`config.mk`:
```
export PLATFORM = sky130hd
export DESIGN_NAME = near_zero_integer_decoder
export DESIGN_NICKNAME = d
export VERILOG_FILES = /design/src/nzid_pkg.sv /design/src/near_zero_integer_decoder.sv /design/src/nzid_dp.sv /design/src/nzid_ctrl.sv
export SDC_FILE = /design/constraint.sdc
export NUM_CORES = 1
export LEC_CHECK = 0
export BUFFER_PORTS_ARGS = -buffer_cell sky130_fd_sc_hd__buf_2
export CORE_ASPECT_RATIO = 1.2
export CORE_MARGIN = 2
export CORE_UTILIZATION = 60
export DETAILED_ROUTE_END_ITERATION = 10
export PLACE_DENSITY_LB_ADDON = 0.12
export SKIP_LAST_GASP = 1
export SLEW_MARGIN = 20
export SYNTH_ARGS = -nofsm -noshare
export SYNTH_HDL_FRONTEND = slang
export SYNTH_SLANG_ARGS = --single-unit
```
`constraint.sdc`:
```
create_clock -name clock -period 5.29 [get_ports clock]
set_input_delay 0.529 -clock clock [delete_from_list [all_inputs] [get_ports clock]]
set_output_delay 0.529 -clock clock [all_outputs]
set_load 0.005 [all_outputs]
```
`src/nzid_pkg.sv`:
```
// Shared types and constants of the near-zero integer decoder.
// Holds the query kind codes and the command and status bundles between
// the controller and the datapath. No dependencies.
package nzid_pkg;

   localparam int QUERY_INDEX_W = 5;

   typedef enum logic [2:0] {
      KIND_ZERO = 3'd0,
      KIND_SIGN = 3'd1,
      KIND_EXP  = 3'd2,
      KIND_MANT = 3'd3,
      KIND_NONE = 3'd4
   } kind_type;

   // Source of the value field in an emitted result.
   typedef enum logic [1:0] {
      VSEL_ZERO,
      VSEL_LOW,
      VSEL_FINAL
   } val_sel_type;

   typedef struct packed {
      logic        capture;
      logic        start_load;
      logic        sign_load;
      logic        pos_value;
      logic        exp_step;
      logic        mant_start;
      logic        mant_set;
      logic        scan_step;
      logic        emit;
      kind_type    kind;
      val_sel_type vsel;
   } dp_cmd_type;

   typedef struct packed {
      logic in_func;
      logic in_bit;
      logic single;
      logic both_signs;
      logic lower_zero;
      logic exp_more;
      logic pos_zero;
      logic cand_fits;
   } dp_status_type;

endpackage

```
`src/near_zero_integer_decoder.sv`:
```
// Near-zero integer decoder. An item is accepted, then decided; a decision may
// lead on to exponent checks and to a scan of mantissa positions before the
// result is registered. The controller handles one item at a time and takes
// no new item until it has registered the result of the last one; its decide,
// check and scan steps wait while a result is held unaccepted. Reset is synchronous and active high;
// it clears the controller and the result valid, and leaves the block idle.
module near_zero_integer_decoder #(
   parameter int VALUE_WIDTH = 18,
   localparam int REQ_DATA_W = ((2 * VALUE_WIDTH + 1 + 7) / 8) * 8,
   localparam int RSP_DATA_W = ((VALUE_WIDTH + nzid_pkg::QUERY_INDEX_W + 1 + 7) / 8) * 8
) (
   input  logic                  clock,
   input  logic                  reset,
   input  logic                  req_tvalid,
   output logic                  req_tready,
   // range_min, range_max, decoded_bit, zero fill
   input  logic [REQ_DATA_W-1:0] req_tdata,
   // func
   input  logic                  req_tuser,
   output logic                  rsp_tvalid,
   input  logic                  rsp_tready,
   // value, query_index, query_sign, zero fill
   output logic [RSP_DATA_W-1:0] rsp_tdata,
   // done_res, query_kind
   output logic [3:0]            rsp_tuser
);
   import nzid_pkg::*;

   localparam int W = VALUE_WIDTH;

   dp_cmd_type               cmd;
   dp_status_type            status;
   logic                     out_done;
   logic [W-1:0]             out_value;
   kind_type                 out_kind;
   logic [QUERY_INDEX_W-1:0] out_index;
   logic                     out_sign;

   nzid_ctrl u_ctrl (
      .clock      (clock),
      .reset      (reset),
      .req_tvalid (req_tvalid),
      .req_tready (req_tready),
      .rsp_tvalid (rsp_tvalid),
      .rsp_tready (rsp_tready),
      .status     (status),
      .cmd        (cmd)
   );

   nzid_dp #(
      .VALUE_WIDTH (VALUE_WIDTH)
   ) u_dp (
      .clock     (clock),
      .cmd       (cmd),
      .in_func   (req_tuser),
      .in_lo     (req_tdata[W-1:0]),
      .in_hi     (req_tdata[2*W-1:W]),
      .in_bit    (req_tdata[2*W]),
      .status    (status),
      .out_done  (out_done),
      .out_value (out_value),
      .out_kind  (out_kind),
      .out_index (out_index),
      .out_sign  (out_sign)
   );

   always_comb begin
      rsp_tdata                         = '0;
      rsp_tdata[W-1:0]                  = out_value;
      rsp_tdata[W+QUERY_INDEX_W-1:W]    = out_index;
      rsp_tdata[W+QUERY_INDEX_W]        = out_sign;
      rsp_tuser                         = {out_kind, out_done};
   end

endmodule

```
`src/nzid_dp.sv`:
```
// Datapath of the near-zero integer decoder: captured item, shifted bounds,
// exponent and mantissa registers, and the result register.
// Depends on nzid_pkg; driven by nzid_ctrl through dp_cmd_type.
module nzid_dp #(
   parameter int VALUE_WIDTH = 18
) (
   input  logic                                  clock,
   input  nzid_pkg::dp_cmd_type                  cmd,
   input  logic                                  in_func,
   input  logic signed [VALUE_WIDTH-1:0]         in_lo,
   input  logic signed [VALUE_WIDTH-1:0]         in_hi,
   input  logic                                  in_bit,
   output nzid_pkg::dp_status_type               status,
   output logic                                  out_done,
   output logic        [VALUE_WIDTH-1:0]         out_value,
   output nzid_pkg::kind_type                    out_kind,
   output logic        [nzid_pkg::QUERY_INDEX_W-1:0] out_index,
   output logic                                  out_sign
);
   import nzid_pkg::*;

   localparam int W = VALUE_WIDTH;

   logic                    in_func_ff;
   logic                    in_bit_ff;
   logic signed [W-1:0]     lo_ff;
   logic signed [W-1:0]     hi_ff;
   logic        [W-1:0]     offset_ff;
   logic        [W-1:0]     upper_ff;
   logic        [W-1:0]     lower_ff;
   logic        [W-1:0]     limit_ff;
   logic                    positive_ff;
   logic        [W-1:0]     pow_ff;
   logic [QUERY_INDEX_W-1:0] exponent_ff;
   logic        [W-1:0]     so_far_ff;
   logic        [W-1:0]     mbit_ff;
   logic [QUERY_INDEX_W-1:0] bitpos_ff;

   logic                    done_ff;
   logic        [W-1:0]     value_ff;
   kind_type                kind_ff;
   logic [QUERY_INDEX_W-1:0] index_ff;
   logic                    sign_ff;

   logic                    lo_pos;
   logic                    hi_neg;
   logic        [W:0]       diff_w;
   logic        [W:0]       neglo_w;
   logic        [W-1:0]     offset_in;
   logic        [W-1:0]     upper_in;
   logic        [W-1:0]     lower_in;
   logic        [W:0]       mag_w;
   logic        [W:0]       smag_w;
   logic        [W:0]       sum_w;
   logic        [W-1:0]     value_in;
   logic [QUERY_INDEX_W-1:0] index_in;
   logic                    sign_in;

   // A range wholly above or below zero is shifted so that it holds zero.
   always_comb begin
      lo_pos  = !lo_ff[W-1] && (lo_ff != '0);
      hi_neg  = hi_ff[W-1];
      diff_w  = {hi_ff[W-1], hi_ff} - {lo_ff[W-1], lo_ff};
      neglo_w = '0 - {lo_ff[W-1], lo_ff};
      if (lo_pos) begin
         offset_in = lo_ff;
         upper_in  = diff_w[W-1:0];
         lower_in  = '0;
      end else if (hi_neg) begin
         offset_in = hi_ff;
         upper_in  = '0;
         lower_in  = diff_w[W-1:0];
      end else begin
         offset_in = '0;
         upper_in  = hi_ff;
         lower_in  = neglo_w[W-1:0];
      end
   end

   always_comb begin
      mag_w  = {1'b0, so_far_ff};
      smag_w = positive_ff ? mag_w : ('0 - mag_w);
      sum_w  = smag_w + {offset_ff[W-1], offset_ff};
      unique case (cmd.vsel)
         VSEL_LOW:   value_in = lo_ff;
         VSEL_FINAL: value_in = sum_w[W-1:0];
         default:    value_in = '0;
      endcase
      unique case (cmd.kind)
         KIND_EXP:  index_in = exponent_ff;
         KIND_MANT: index_in = bitpos_ff - QUERY_INDEX_W'(1);
         default:   index_in = '0;
      endcase
      sign_in = (cmd.kind == KIND_EXP) ? positive_ff : 1'b0;
   end

   always_comb begin
      status.in_func    = in_func_ff;
      status.in_bit     = in_bit_ff;
      status.single     = (hi_ff <= lo_ff);
      status.both_signs = (lower_ff != '0) && (upper_ff != '0);
      status.lower_zero = (lower_ff == '0);
      // exponent < floor(log2(limit)) holds exactly when 2^exponent <= limit / 2.
      status.exp_more   = ((limit_ff >> 1) >= pow_ff);
      status.pos_zero   = (bitpos_ff == '0);
      status.cand_fits  = ((so_far_ff | (mbit_ff >> 1)) <= limit_ff);
   end

   always_ff @(posedge clock) begin
      if (cmd.capture) begin
         in_func_ff <= in_func;
         in_bit_ff  <= in_bit;
         if (!in_func) begin
            lo_ff <= in_lo;
            hi_ff <= in_hi;
         end
      end
      if (cmd.start_load) begin
         offset_ff   <= offset_in;
         upper_ff    <= upper_in;
         lower_ff    <= lower_in;
         positive_ff <= 1'b0;
         so_far_ff   <= '0;
         exponent_ff <= '0;
         bitpos_ff   <= '0;
      end
      if (cmd.sign_load) begin
         positive_ff <= cmd.pos_value;
         limit_ff    <= cmd.pos_value ? upper_ff : lower_ff;
         pow_ff      <= W'(1);
         exponent_ff <= '0;
      end
      if (cmd.exp_step) begin
         pow_ff      <= pow_ff << 1;
         exponent_ff <= exponent_ff + QUERY_INDEX_W'(1);
      end
      if (cmd.mant_start) begin
         so_far_ff <= pow_ff;
         mbit_ff   <= pow_ff;
         bitpos_ff <= exponent_ff;
      end
      if (cmd.mant_set) begin
         so_far_ff <= so_far_ff | mbit_ff;
      end
      if (cmd.scan_step) begin
         mbit_ff   <= mbit_ff >> 1;
         bitpos_ff <= bitpos_ff - QUERY_INDEX_W'(1);
      end
      if (cmd.emit) begin
         done_ff  <= (cmd.vsel != VSEL_ZERO);
         value_ff <= value_in;
         kind_ff  <= cmd.kind;
         index_ff <= index_in;
         sign_ff  <= sign_in;
      end
   end

   assign out_done  = done_ff;
   assign out_value = value_ff;
   assign out_kind  = kind_ff;
   assign out_index = index_ff;
   assign out_sign  = sign_ff;

endmodule

```
`src/nzid_ctrl.sv`:
```
// Controller of the near-zero integer decoder: decode phase, sequencing of
// exponent checks and mantissa scans, and the result handshake.
// Depends on nzid_pkg; commands nzid_dp.
module nzid_ctrl (
   input  logic                    clock,
   input  logic                    reset,
   input  logic                    req_tvalid,
   output logic                    req_tready,
   output logic                    rsp_tvalid,
   input  logic                    rsp_tready,
   input  nzid_pkg::dp_status_type status,
   output nzid_pkg::dp_cmd_type    cmd
);
   import nzid_pkg::*;

   typedef enum logic [1:0] {
      S_RECV,
      S_DECIDE,
      S_EXPCHK,
      S_SCAN
   } state_type;

   typedef enum logic [1:0] {
      PH_ZERO,
      PH_SIGN,
      PH_EXP,
      PH_MANT
   } phase_type;

   state_type state_ff, state_in;
   phase_type phase_ff, phase_in;
   logic      busy_ff, busy_in;
   logic      rsp_valid_ff, rsp_valid_in;
   logic      out_free;

   always_comb begin
      out_free   = !rsp_valid_ff || rsp_tready;
      state_in   = state_ff;
      phase_in   = phase_ff;
      busy_in    = busy_ff;
      req_tready = 1'b0;
      cmd        = '0;
      cmd.kind   = KIND_NONE;
      cmd.vsel   = VSEL_ZERO;

      unique case (state_ff)
         S_RECV: begin
            req_tready = 1'b1;
            if (req_tvalid) begin
               cmd.capture = 1'b1;
               state_in    = S_DECIDE;
            end
         end
         S_DECIDE: begin
            if (out_free) begin
               state_in = S_RECV;
               if (!status.in_func) begin
                  phase_in = PH_ZERO;
                  cmd.emit = 1'b1;
                  if (status.single) begin
                     busy_in  = 1'b0;
                     cmd.vsel = VSEL_LOW;
                  end else begin
                     busy_in        = 1'b1;
                     cmd.start_load = 1'b1;
                     cmd.kind       = KIND_ZERO;
                  end
               end else if (!busy_ff) begin
                  cmd.emit = 1'b1;
               end else begin
                  unique case (phase_ff)
                     PH_ZERO: begin
                        if (status.in_bit) begin
                           // The magnitude is still zero, so the result is the offset.
                           cmd.emit = 1'b1;
                           cmd.vsel = VSEL_FINAL;
                           busy_in  = 1'b0;
                        end else if (status.both_signs) begin
                           cmd.emit = 1'b1;
                           cmd.kind = KIND_SIGN;
                           phase_in = PH_SIGN;
                        end else begin
                           cmd.sign_load = 1'b1;
                           cmd.pos_value = status.lower_zero;
                           state_in      = S_EXPCHK;
                        end
                     end
                     PH_SIGN: begin
                        cmd.sign_load = 1'b1;
                        cmd.pos_value = status.in_bit;
                        state_in      = S_EXPCHK;
                     end
                     PH_EXP: begin
                        if (status.in_bit) begin
                           cmd.mant_start = 1'b1;
                           state_in       = S_SCAN;
                        end else begin
                           cmd.exp_step = 1'b1;
                           state_in     = S_EXPCHK;
                        end
                     end
                     PH_MANT: begin
                        cmd.mant_set = status.in_bit;
                        state_in     = S_SCAN;
                     end
                     default: state_in = S_RECV;
                  endcase
               end
            end
         end
         S_EXPCHK: begin
            if (out_free) begin
               if (status.exp_more) begin
                  cmd.emit = 1'b1;
                  cmd.kind = KIND_EXP;
                  phase_in = PH_EXP;
                  state_in = S_RECV;
               end else begin
                  cmd.mant_start = 1'b1;
                  state_in       = S_SCAN;
               end
            end
         end
         S_SCAN: begin
            // One mantissa position per cycle while no result is held unaccepted; positions
            // that would exceed the magnitude limit are passed over without a query.
            if (out_free) begin
               if (status.pos_zero) begin
                  cmd.emit = 1'b1;
                  cmd.vsel = VSEL_FINAL;
                  busy_in  = 1'b0;
                  phase_in = PH_ZERO;
                  state_in = S_RECV;
               end else begin
                  cmd.scan_step = 1'b1;
                  if (status.cand_fits) begin
                     cmd.emit = 1'b1;
                     cmd.kind = KIND_MANT;
                     phase_in = PH_MANT;
                     state_in = S_RECV;
                  end
               end
            end
         end
         default: state_in = S_RECV;
      endcase

      rsp_valid_in = cmd.emit || (rsp_valid_ff && !rsp_tready);
   end

   always_ff @(posedge clock) begin
      if (reset) begin
         state_ff     <= S_RECV;
         phase_ff     <= PH_ZERO;
         busy_ff      <= 1'b0;
         rsp_valid_ff <= 1'b0;
      end else begin
         state_ff     <= state_in;
         phase_ff     <= phase_in;
         busy_ff      <= busy_in;
         rsp_valid_ff <= rsp_valid_in;
      end
   end

   assign rsp_tvalid = rsp_valid_ff;

endmodule

```
Word level (Yosys, flattened, before mapping)
Cells that the tools add are included.
{ "word_totals": {"regBits": 209, "wordCells": 184, "in_bits": 45} }
{ "classes": {"magnitude_cmp": 3, "n_bitwise": 3, "mux": 98, "n_eq_ne": 21, "addsub": 6, "n_reduce_logical": 28} }
{ "op_table": {"columns": ["op", "n"], "rows": [
  ["$mux 18", 11],
  ["$mux 2", 27],
  ["$reduce_bool 18->1", 3],
  ["$mux 17", 3],
  ["$mux 5", 8],
  ["$le 18x18->1", 2],
  ["$pmux 18 s2", 1],
  ["$sub 1x18->18 const A", 2],
  ["$mux 1", 26],
  ["$mux 6", 4],
  ["$mux 4", 5],
  ["$add 18x18->18", 1],
  ["$ge 17x18->1", 1],
  ["$logic_not 18->1", 1],
  ["$or 18x17->18", 1],
  ["$or 18x18->18", 1],
  ["$sub 18x18->18", 1],
  ["$pmux 2 s4", 2],
  ["$ne 3x3->1 const B", 5],
  ["$pmux 4 s3", 1],
  ["$reduce_bool 3->1", 4],
  ["$eq 2x2->1 const B", 5],
  ["$pmux 5 s2", 1],
  ["$reduce_and 10->1", 1],
  ["21 further kinds", 42]
]} }

Logic depth before layout (Yosys ltp)
Gate-level depths: netlist of run 1.
{ "logic_depth": {"word_depth": 12, "ltp_mapped": 16, "ltp_nobuf": 14} }

Modules after synthesis
A second synthesis of run 1 with hierarchy kept.
{ "unflattened": {"hier_cells": 1191, "area_unflattened_um2": 12517.0} }
{ "by_module_without_submodules": {"columns": ["mod", "instances", "area_each_um2", "cells_each", "seq_area_each_um2"], "rows": [
  ["nzid_dp", 1, 11796.3, 1096, 6075.8],
  ["nzid_ctrl", 1, 705.7, 93, 120.1],
  ["near_zero_integer_decoder", 1, 15.0, 2, 0.0]
]} }

Worst setup path before layout of run 1
OpenSTA, ideal clock, no wires.
{ "synth_timing": {"path_kind": "register -> register", "start": "reg u_dp.so_far_ff[13]", "end": "reg u_dp.done_ff (netlist: u_dp.out_done), enable pin", "required_time_ps": 4842, "path_buffers": 1, "setup_slack_ps": 639, "setup_ps": 448, "t_arrival_ps": 4203, "stages_incl_launch_ff": 11, "cell_sequence": "edfxtp_1 > clkbuf_1 > or2_2 > ha_1 > nand4_1 > or4_1 > mux2i_1 > a31oi_1 > a21oi_1 > a211oi_1 > nor3_1"} }
{ "synth_lines": {"columns": ["item", "line_no", "rtl"], "rows": [
  ["from (decl)", "nzid_dp.sv:35", "logic [W-1:0] so_far_ff;"],
  ["from (signal assigned)", "nzid_dp.sv:138", "so_far_ff <= pow_ff;"],
  ["from (signal assigned)", "nzid_dp.sv:143", "so_far_ff <= so_far_ff | mbit_ff;"],
  ["to (signal assigned)", "nzid_dp.sv:150", "done_ff <= (cmd.vsel != VSEL_ZERO);"],
  ["to (decl)", "nzid_dp.sv:39", "logic done_ff;"]
]} }

Final worst setup path of run 1
{ "layout_timing": {"start": "reg u_dp.lo_ff[9]", "end": "reg u_dp.value_ff[12] (netlist: u_dp.out_value[12]) (data pin)"} }
{ "layout_via": {"elab_chain_cells": 7} }
{ "layout_lines": {"columns": ["item", "line_no", "rtl"], "rows": [
  ["from (decl)", "nzid_dp.sv:26", "logic signed [W-1:0] lo_ff;"],
  ["from (signal assigned)", "nzid_dp.sv:114", "lo_ff <= in_lo;"],
  ["$le 18x18->1 *", "nzid_dp.sv:100", "status.single = (hi_ff <= lo_ff);"],
  ["$mux 1 *", "nzid_ctrl.sv:60", "if (status.single) begin"],
  ["$mux 6 *", "nzid_ctrl.sv:57", "if (!status.in_func) begin"],
  ["$mux 6 *", "nzid_ctrl.sv:55", "if (out_free) begin"],
  ["$pmux 2 s2 *", "nzid_ctrl.sv:46", "unique case (state_ff)"],
  ["$eq 2x2->1 / $eq 2x1->1 (equally long branches)", "nzid_dp.sv:84", "unique case (cmd.vsel)"],
  ["$pmux 18 s2 *", "nzid_dp.sv:84", null],
  ["via u_dp.value_in[12]", "nzid_dp.sv:55", "logic [W-1:0] value_in;"],
  ["to (signal assigned)", "nzid_dp.sv:151", "value_ff <= value_in;"],
  ["to (decl)", "nzid_dp.sv:40", "logic [W-1:0] value_ff;"]
]} }
The timed path passes the listed nets; every way through them passes the cells marked *.
A chain may end at the register's enable or synchronous reset.

==> results of run 1 <==
[layer usage]
metal	vias up	part of all wire (%)	wire length (µm)
met5	-	0	0
met4	0	5.6	1650
met3	88	5.2	1530
met2	295	48	14100
met1	4362	41	11900
li1	4544	-	-
[kinds of logic after synthesis]
kind of cell | synth area share [%]
buffers and inverters | 4.91
multiplexers | 2.55
XOR/XNOR | 4.18
AND/OR/NAND/NOR | 16.7
adder cells (fa/ha/maj) | 8.49
AO/OA/AOI/OAI | 13.9
flip-flops | 49.3
[cells in the final DEF, fill, tap and decap left out, drive strengths merged, types with 14 or more instances in the layout]
cell	count
xnor2	31
buf	79
nand2	94
nor3	27
inv	88
nor2	114
clkbuf	22
o21ai	81
mux2	21
nor4	16
nand3	61
xor2	29
a21oi	57
nor2b	15
nand4	14
ha	82
nand2b	16
edfxtp	201
or2	17
o22ai	21
[worst paths after layout]
kind,endpoint,slack (ps),start
worst max-delay path,u_dp.out_value[12]$_DFFE_PP_,1350,u_dp.lo_ff[9]$_DFFE_PP_
worst min-delay path,u_dp.lo_ff[15]$_DFFE_PP_,180,req_tdata[15]
worst max register to register,u_dp.out_value[12]$_DFFE_PP_,1350,u_dp.lo_ff[9]$_DFFE_PP_
worst min register to register,u_dp.mbit_ff[17]$_SDFFE_PP0P_,500,u_dp.mbit_ff[17]$_SDFFE_PP0P_
[sequential cells by signal, indices dropped and copies added (netlist names)]
name and flops:
u_dp.bitpos_ff 5, u_dp.in_bit_ff 1, u_dp.exponent_ff 5, u_ctrl.state_ff 2, u_ctrl.rsp_tvalid 1, u_dp.offset_ff 18
u_ctrl.phase_ff 2, u_dp.out_index 5, u_dp.out_value 18, u_dp.upper_ff 18, u_dp.so_far_ff 18, u_dp.out_kind 3
u_dp.pow_ff 18, u_dp.positive_ff 1, u_dp.lo_ff 18, u_dp.lower_ff 18, u_dp.out_done 1, u_dp.limit_ff 18
u_dp.in_func_ff 1, u_dp.hi_ff 18, u_dp.out_sign 1, u_dp.mbit_ff 18, u_ctrl.busy_ff 1
[report_power, final]
group	total (W)	leakage (nW)	internal, W	switching, W
Sequential	0.00193	1.87	0.00188	0.0000557
Combinational	0.000451	3.27	0.000181	0.000270
Clock	0.00157	0.348	0.000950	0.000621
[worst max-delay path, stage by stage, from the launching register on]
cell and delay, ps:
edfxtp_1 500, inv_1 100, ha_1 400, a21oi_1 350
or4b_1 520, a21oi_1 500, nand2b_1 180, nand3_1 150
ha_1 470, nand2_1 240, o31ai_1 350
[stage by stage]
| step | instances | total power, W |
|---|---|---|
| 3_3_place_gp | 1508 | 0.00240 |
| 5_1_grt | 1545 | 0.00410 |
| 6_report | 1545 | 0.00396 |
| 4_1_cts | 1545 | 0.00397 |
| 3_5_place_dp | 1508 | 0.00241 |
| 2_1_floorplan | 1214 | 0.00228 |
[cell type report]
type	instances	area (µm²)
fillers	1640	6950
flip-flops and latches	209	6200
multi-input cells	861	5770
clock buffers	22	551
repair buffers	79	428
well taps	270	338
inverters	89	334
clock inverters	15	186
==> metrics.yaml, run 1 <==
clock_network:
  cts.sinks: 209
  cts_buffers: 22
  clkTransAtPathRegs_ps: 60
  postCtsSetupBuffers: 0
  post_cts_resized: 0
  root_buffer: "clkbuf_16"
  worstSkewPairLatency_ps: 520
  cts_buffer_depth: 3
  cts_tree: "done"
  htree_levels: 1
  holdBufCountCts: 0
timing:
  rsz0062_at_grt: "false"
  post-route-min-period_ps: 3940
  holdWs_ps: 180
  worstMarginPinSlew_ps: 1080
  setup_tns_ps: 0
  clock_skew_ps: 19.9
  slew_violations: 0
  final.setup.worst_slack_ps: 1350
  fin_crit_sh_pct: 74.5
  hold_viol: 0
  relSlewSlack_pct: 27.8
  max_freq_ghz: 0.254
  setup_viol_count_final: 0
pwr:
  total_leakage_power_nw: 5.50
  p_per_area_mw_per_mm2: 287
  vdd_drop_max_uv: 292
global_routing:
  grt_max_degree: 73
  grt_pass1_vias: 8978
  grt.total_usage_pct: 27.3
  grt_busiest_layer: "met2"
  grt_use_met3_pct: 3.52
  grt.met2_usage_pct: 45.8
  grt_pass1_wl_um: 46700
  gr-usage-met1_pct: 34.7
  overflow: 0
  antenna_found_initial: 0
yosys:
  synth_commonest_cells: "201 x edfxtp_1, 114 x nor2_1, 94 x nand2_1"
  syn_inst: 1214
  synth_area_mm2: 0.0126
  synth_edf_count: 201
  yosysMostFrequentCell: "edfxtp_1"
  syn_area_per_cell_um2: 10.3
  synth.distinct_cells: 84
  yosysTopAreaCell: "edfxtp_1"
  yosys_warnings: 0
  synth_ff_type: "edfxtp_1"
  synthTopCellsByArea: "edfxtp_1 48%, ha_1 8.2%, nor2_1 3.4%, o21ai_0 3.1%, nand2_1 2.8%"
  async_reset_ff_share_pct: 0
  synthesis.nets: 1343
  synth_top_area_share_pct: 48.1
  seq_area_frac_synth_pct: 49.3
  ys_seq_elements: 209
status:
  status: "finished clean"
placed_design:
  place_area_mm2: 0.0131
  place_congestion: 0.933
  io_buffers: 71
  pre_cts_ws_ps: 1370
  dp_hpwl_um: 22000
die:
  io-pin-count: 75
  num_rows: 58
  core-area_mm2: 0.0208
  die-area_mm2: 0.0221
  die_h_um: 162
  start_util_pct: 60.5
  fp.dieW_um: 136
finish:
  layout-drive-gt1-share_pct: 13.3
  finish.utilization_pct: 66.5
  antenna_cells: 0
  layout.nets: 1391
  syn2layout_area_growth_pct: 9.89
  fin_area_mm2: 0.0138
drt:
  routedWlPerCell_um: 18.9
  wl_um: 29200
  drc_errors: 0
  drt_pre_antenna_iters: 5
  initialDrtViolationCount: 638
  viasPerCell: 6.01
  via_count: 9289
  drtAntennaViolNets: 0
setup_path:
  crit_arrival_ps: 4270
  rr_worst_depth: 10
  required_ps: 5610
  endpoint_kind: "register"
  worst_setup_path_start_kind: "register"
  worstSetupPathType: "register to register"
  crit_fanout: 10
min_path:
  holdPathStages: 1
  hold_path_class: "primary input to register"
job:
  cap_violations: 0
(Power assumes the default switching activity.)
==> run 2, diff against run 1 <==
clock period = 4 ns   (was 5.29 ns; I/O delays follow)
==> run 2 against run 1 <==
Sequential power increased by 32%. Clock skew decreased by 7.1 ps. Utilization increased by 1.2 points. Routed wire length increased by 7.3%. Maximum frequency increased by 5.3%. Die area unchanged. First-iteration DRC count increased by 29%. Via count increased by 2.8%. Largest power group unchanged.
==> metrics.yaml, run 2 (same netlist as run 1, synthesis figures left out) <==
finish:
  layout-drive-gt1-share_pct: 15.4  # was 13.3%
  final_cell_mix: "201 x edfxtp_1, 114 x nor2_1, 94 x nand2_1"  # unchanged
  layout.nets: 1421  # was 1391
  antenna_cells: 0  # unchanged
  finish.utilization_pct: 67.7  # was 66.5%
  fillCellCount: 1649  # was 1640
  syn2layout_area_growth_pct: 11.8  # was 9.89%
  layout_commonest_cell: "edfxtp_1"  # unchanged
drt:
  viasPerCell: 6.05  # was 6.01
  routedWlPerCell_um: 19.8  # was 18.9 µm
  wl_um: 31300  # was 29200 µm
  drt_pre_antenna_iters: 5  # unchanged
  initialDrtViolationCount: 820  # was 638
  drc_errors: 0  # unchanged
  drtAntennaViolNets: 0  # unchanged
  via_count: 9545  # was 9289
clock_network:
  postCtsSetupBuffers: 0  # unchanged
  htree_levels: 1  # unchanged
  post_cts_resized: 0  # unchanged
  cts_tree: "done"  # unchanged
  cts_buffers: 22  # unchanged
  worstSkewPairLatency_ps: 510  # was 520 ps
  cts.sinks: 209  # unchanged
  clkTransAtPathRegs_ps: 60  # about the same
  holdBufCountCts: 0  # unchanged
  root_buffer: "clkbuf_16"  # unchanged
  cts_buffer_depth: 3  # unchanged
min_path:
  min_to: "u_dp.in_bit_ff$_DFFE_PP_"  # was u_dp.lo_ff[15]$_DFFE_PP_
  holdPathStages: 1  # unchanged
  hold_path_class: "primary input to register"  # unchanged
  hold_path.startpoint: "req_tdata[36]"  # was req_tdata[15]
placed_design:
  dp_hpwl_um: 23800  # was 22000 µm
  io_buffers: 71  # unchanged
  place_congestion: 0.960  # was 0.933
status:
  status: "finished clean"  # unchanged
setup_path:
  critPathTopFamily: "simple AND/OR/NAND/NOR gates"  # was compound AO/OA/AOI/OAI gates
  worst_setup_path_start_kind: "register"  # unchanged
  rrSetupSlack_ps: 260  # was 1350 ps
  r2r-end: "u_dp.out_value[13]$_DFFE_PP_"  # was u_dp.out_value[12]$_DFFE_PP_
  endpoint_kind: "register"  # unchanged
  crit_arrival_ps: 4080  # was 4270 ps
  r2r-start: "u_dp.lo_ff[7]$_DFFE_PP_"  # was u_dp.lo_ff[9]$_DFFE_PP_
  worstSetupPathType: "register to register"  # unchanged
  rr_worst_depth: 13  # was 10
  crit_buf_inv: 2  # was 1
  required_ps: 4340  # was 5610 ps
  cpPeakStageDelay_ps: 550  # was 520 ps
  crit_chain: "inv_1 > ha_1 > nand4_1 > a211oi_1 > or4b_1 > a21oi_1 > nand2b_1 > nand3_1 > inv_1 > ha_1 > and2_1 > nand2_1 > o21ai_0"  # was inv_1 > ha_1 > a21oi_1 > or4b_1 > a21oi_1 > nand2b_1 > nand3_1 > ha_1 > nand2_1 > o31ai_1
  crit_fanout: 10  # unchanged
  cp_slowest_cell: "or4b_1"  # unchanged
pwr:
  p_per_area_mw_per_mm2: 375  # was 287 mW/mm²
  power_frac_clock_pct: 39.6  # was 39.7%
  fin_total_pwr_w: 0.00527  # was 0.00396 W
  vdd_drop_max_uv: 410  # was 292 µV
  pwr-share-seq_pct: 48.3  # was 48.9%
  total_leakage_power_nw: 5.65  # was 5.50 nW
  comb_power_share_pct: 12.2  # was 11.4%
  intPower_w: 0.00398  # was 0.00301 W
  switching_share_pct: 24.5  # was 23.9%
  switchingPower_w: 0.00129  # was 0.000947 W
die:
  io-pin-count: 75  # unchanged
  num_rows: 58  # unchanged
  core-area_mm2: 0.0208  # unchanged
  die_h_um: 162  # unchanged
  die-area_mm2: 0.0221  # unchanged
  start_util_pct: 60.5  # unchanged
  fp.dieW_um: 136  # unchanged
timing:
  max_freq_ghz: 0.267  # was 0.254 GHz
  slew_violations: 0  # unchanged
  clock_skew_ps: 12.8  # was 19.9 ps
  fin_crit_sh_pct: 93.6  # was 74.5%
  setup_viol_count_final: 0  # unchanged
  rsz0062_at_grt: "false"  # unchanged
  setup_tns_ps: 0  # unchanged
  worstMarginPinSlew_ps: 979  # was 1080 ps
  hold_viol: 0  # unchanged
  relSlewSlack_pct: 34.6  # was 27.8%
  post-route-min-period_ps: 3740  # was 3940 ps
global_routing:
  grt_max_degree: 55  # was 73
  grt_pass1_vias: 9221  # was 8978
  overflow: 0  # unchanged
  grt_pass1_wl_um: 48700  # was 46700 µm
  grt.total_usage_pct: 28.7  # was 27.3%
  antenna_found_initial: 0  # unchanged
job:
  cap_violations: 0  # unchanged
## run 2: cell types whose count changed in the layout (fill, tap and decap cells not counted), sizes merged
cell	previous run	this run
clkinvlp	3	2
inv	88	89
clkbuf	22	27
clkinv	9	7
buf	79	109
bufinv	4	3
## run 2: worst register-to-register path, cell delays in order (launching register included)
cell and delay (ps):
edfxtp_1 480, inv_1 180, ha_1 320, nand4_1 150, a211oi_1 80, or4b_1 550
a21oi_1 430, nand2b_1 170, nand3_1 130, inv_1 100, ha_1 340, and2_1 400
nand2_1 120, o21ai_0 110
## run 2: power groups by stage
| stage | Combinational, W | Clock [W] | Sequential, W |
|---|---|---|---|
| floorplan | 0.000445 | 0 | 0.00257 |
| detailed placement | 0.000628 | 0 | 0.00259 |
| global route | 0.000706 | 0.00219 | 0.00255 |
| CTS | 0.000632 | 0.00213 | 0.00254 |
| finish | 0.000641 | 0.00209 | 0.00255 |
| global placement | 0.000619 | 0 | 0.00259 |
## run 2: worst max-delay path by stage
stage                                            start                            to  slack [ps]  cells after the start
final                          u_dp.lo_ff[7]$_DFFE_PP_  u_dp.out_value[13]$_DFFE_PP_         260                     13
after floorplan           u_dp.so_far_ff[13]$_DFFE_PP_       u_dp.out_done$_DFFE_PP_         200                     10
after global placement         u_dp.lo_ff[7]$_DFFE_PP_  u_dp.out_value[11]$_DFFE_PP_         400                     12
after CTS                      u_dp.lo_ff[7]$_DFFE_PP_  u_dp.out_value[13]$_DFFE_PP_         270                     12
after detailed placement       u_dp.lo_ff[7]$_DFFE_PP_  u_dp.out_value[13]$_DFFE_PP_         280                     12
after global routing           u_dp.lo_ff[7]$_DFFE_PP_  u_dp.out_value[13]$_DFFE_PP_          40                     12
## run 2: area by class of cell
type                    count  area, µm²  share of cell area [%]
clock inverters            12        140                   0.998
clock buffers              27        591                    4.20
multi-input cells         861       5770                    41.1
repair buffers            109        678                    4.83
well taps                 270        338                    2.40
inverters                  89        334                    2.38
flip-flops and latches    209       6200                    44.1
## run 2: routing by layer
metal / global-route usage (%) / vias to the layer above / share of wire (%)
met1: 35.9 / 4525 / 40
met2: 49.8 / 334 / 50
met4: 13.9 / 0 / 5.1
met3: 2.74 / 76 / 4.9
met5: 0 / - / 0
li1: - / 4610 / -
## run 2: through the flow
stage	std cells	setup WS, ps	hold slack [ps]	instance area [µm²]
after CTS	1577	268	41.7	14000
after detailed placement	1538	277	494	13300
final	1577	255	60.4	14000
after global routing	1577	42.6	45.9	14000
after global placement	1538	399	476	13300
after floorplan	1214	202	460	12600
==> run 3, diff against run 2 <==
CORE_UTILIZATION = 38   (was 60)
clock period = 3.7 ns   (was 4 ns; I/O delays follow)
==> run 3 against run 2 <==
Combinational power rose by 19%. Maximum frequency rose by 7.3%. Sequential power rose by 8%. Critical path depth rose by 1. Cell area rose by 6.6%. Sequential cell count did not move. Die area rose by 56%. Worst hold slack got worse by 33 ps. Largest cell class unchanged.
==> metrics.yaml, run 3 (same netlist as run 1, synthesis figures left out) <==
pwr:
  p_per_area_mw_per_mm2: 399  # was 375 mW/mm²
  vdd_drop_max_uv: 320  # was 410 µV
  total_leakage_power_nw: 6.03  # was 5.65 nW
setup_path:
  r2r-start: "u_dp.so_far_ff[0]$_DFFE_PP_"  # was u_dp.lo_ff[7]$_DFFE_PP_
  required_ps: 3960  # was 4340 ps
  crit_fanout: 5  # was 10
  crit_arrival_ps: 3750  # was 4080 ps
  worstSetupPathType: "register to register"  # unchanged
  worst_setup_path_start_kind: "register"  # unchanged
  endpoint_kind: "register"  # unchanged
  critPathLaunch: "u_dp.so_far_ff[0]$_DFFE_PP_"  # was u_dp.lo_ff[7]$_DFFE_PP_
drt:
  drt_pre_antenna_iters: 5  # unchanged
  initialDrtViolationCount: 661  # was 820
  drc_errors: 0  # unchanged
  via_count: 9636  # was 9545
  drtAntennaViolNets: 0  # unchanged
  wl_um: 34700  # was 31300 µm
  routedWlPerCell_um: 19.4  # was 19.8 µm
  viasPerCell: 5.38  # was 6.05
timing:
  worstMarginPinSlew_ps: 822  # was 979 ps
  max_freq_ghz: 0.286  # was 0.267 GHz
  setup_viol_count_final: 0  # unchanged
  hold_viol: 0  # unchanged
  fin_crit_sh_pct: 94.3  # was 93.6%
  holdWs_ps: 27.4  # was 60.4 ps
  rsz0062_at_grt: "true"  # was false
  slew_violations: 0  # unchanged
  post-route-min-period_ps: 3490  # was 3740 ps
  relSlewSlack_pct: 44.7  # was 34.6%
  clock_skew_ps: 16.2  # was 12.8 ps
global_routing:
  grt_max_degree: 55  # unchanged
  grt.total_usage_pct: 20.5  # was 28.7%
  grt_pass1_vias: 9741  # was 9221
  antenna_found_initial: 0  # unchanged
  overflow: 0  # unchanged
  grt_pass1_wl_um: 54300  # was 48700 µm
clock_network:
  clkTransAtPathRegs_ps: 60  # about the same
  root_buffer: "clkbuf_16"  # unchanged
  worstSkewPairLatency_ps: 530  # was 510 ps
  cts_buffer_depth: 3  # unchanged
  cts.sinks: 209  # unchanged
  cts_buffers: 25  # was 22
  htree_levels: 1  # unchanged
  cts_tree: "done"  # unchanged
placed_design:
  dp_hpwl_um: 27000  # was 23800 µm
  place_congestion: 0.896  # was 0.960
  dpl.cell_count: 1712  # was 1538
  io_buffers: 71  # unchanged
finish:
  antenna_cells: 0  # unchanged
  finish.utilization_pct: 46.2  # was 67.7%
  layout_commonest_cell: "edfxtp_1"  # unchanged
  syn2layout_area_growth_pct: 19.2  # was 11.8%
  final_cell_mix: "201 x edfxtp_1, 114 x nor2_1, 94 x nand2_1"  # unchanged
  layout-drive-gt1-share_pct: 17.8  # was 15.4%
  layout.nets: 1495  # was 1421
  fin_cells: 1790  # was 1577
die:
  die-area_mm2: 0.0345  # was 0.0221 mm²
  num_rows: 72  # was 58
  fp.dieW_um: 170  # was 136 µm
  io-pin-count: 75  # unchanged
  core-area_mm2: 0.0324  # was 0.0208 mm²
  start_util_pct: 38.7  # was 60.5%
  die_h_um: 203  # was 162 µm
min_path:
  hold_path.startpoint: "req_tdata[25]"  # was req_tdata[36]
  hold_path_class: "primary input to register"  # unchanged
job:
  cap_violations: 0  # unchanged
status:
  status: "finished clean"  # unchanged
## run 3: cell count changes in the layout (fill, tap and decap cells not counted), moves of 2 or more
cell / before / now
buf_4: 35 / 72
clkbuf_1: 4 / 6
clkbuf_16: 23 / 25
clkinv_2: 3 / 1
dlygate4sd3_1: 0 / 33
## run 3: power by group
| group | leakage, nW | internal (W) | switching (W) |
|---|---|---|---|
| Clock | 0.390 | 0.00152 | 0.000952 |
| Sequential | 1.87 | 0.00268 | 0.0000637 |
| Combinational | 3.77 | 0.000323 | 0.000440 |
## run 3: area by class of cell
cell class	instances	area, µm²
Clock inverter	13	173
Clock buffer	31	648
Timing Repair Buffer	180	1310
Inverter	89	334
Tap cell	407	509
Multi-Input combinational cell	861	5800
Fill cell	3044	17500
Sequential cell	209	6200
## run 3: worst paths after layout
path / slack, ps / endpoint / cells after the start
max: 210 / u_dp.out_value[17]$_DFFE_PP_ / 14
min: 30 / u_dp.hi_ff[7]$_DFFE_PP_ / 1
max reg2reg: 210 / u_dp.out_value[17]$_DFFE_PP_ / 14
min reg2reg: 510 / u_dp.mbit_ff[17]$_SDFFE_PP0P_ / 2
## run 3: routing by layer
layer  up-vias  wire length [µm]  track usage (%)
li1       4762                 -                -
met2       203             17700             36.9
met1      4610             14600             24.9
met5         -                 0                0
met4         0              1390             8.52
met3        61              1050             2.08
## run 3: what timing repair did
action / 4_1_cts / 5_1_grt
hold buffers: 33 / 0
setup endpoints to repair: 0 / 10
setup buffers: 0 / 0
gates resized for setup: 0 / 6
hold endpoints to repair: 33 / 0
## run 3: stage by stage
step                instance area, µm²  setup slack [ps]  setup TNS [ps]  power (W)
finish                           15000               209               0    0.00598
CTS                              14900              84.5               0    0.00604
global placement                 13800               163               0    0.00351
floorplan                        12600               131               0    0.00326
global route                     15000             -64.8           -68.5    0.00624
detailed placement               13800               101               0    0.00352
## run 3: critical path, stage by stage (launching register included)
cell and delay [ps]:
edfxtp_1 460, inv_1 70, ha_1 230, a31oi_1 220
o21bai_1 210, o21bai_1 220, xor2_1 230, ha_1 300
a21oi_1 180, o21ai_0 160, o21ai_0 270, o311ai_0 180
a31oi_1 220, xnor2_1 160, o21ai_0 100
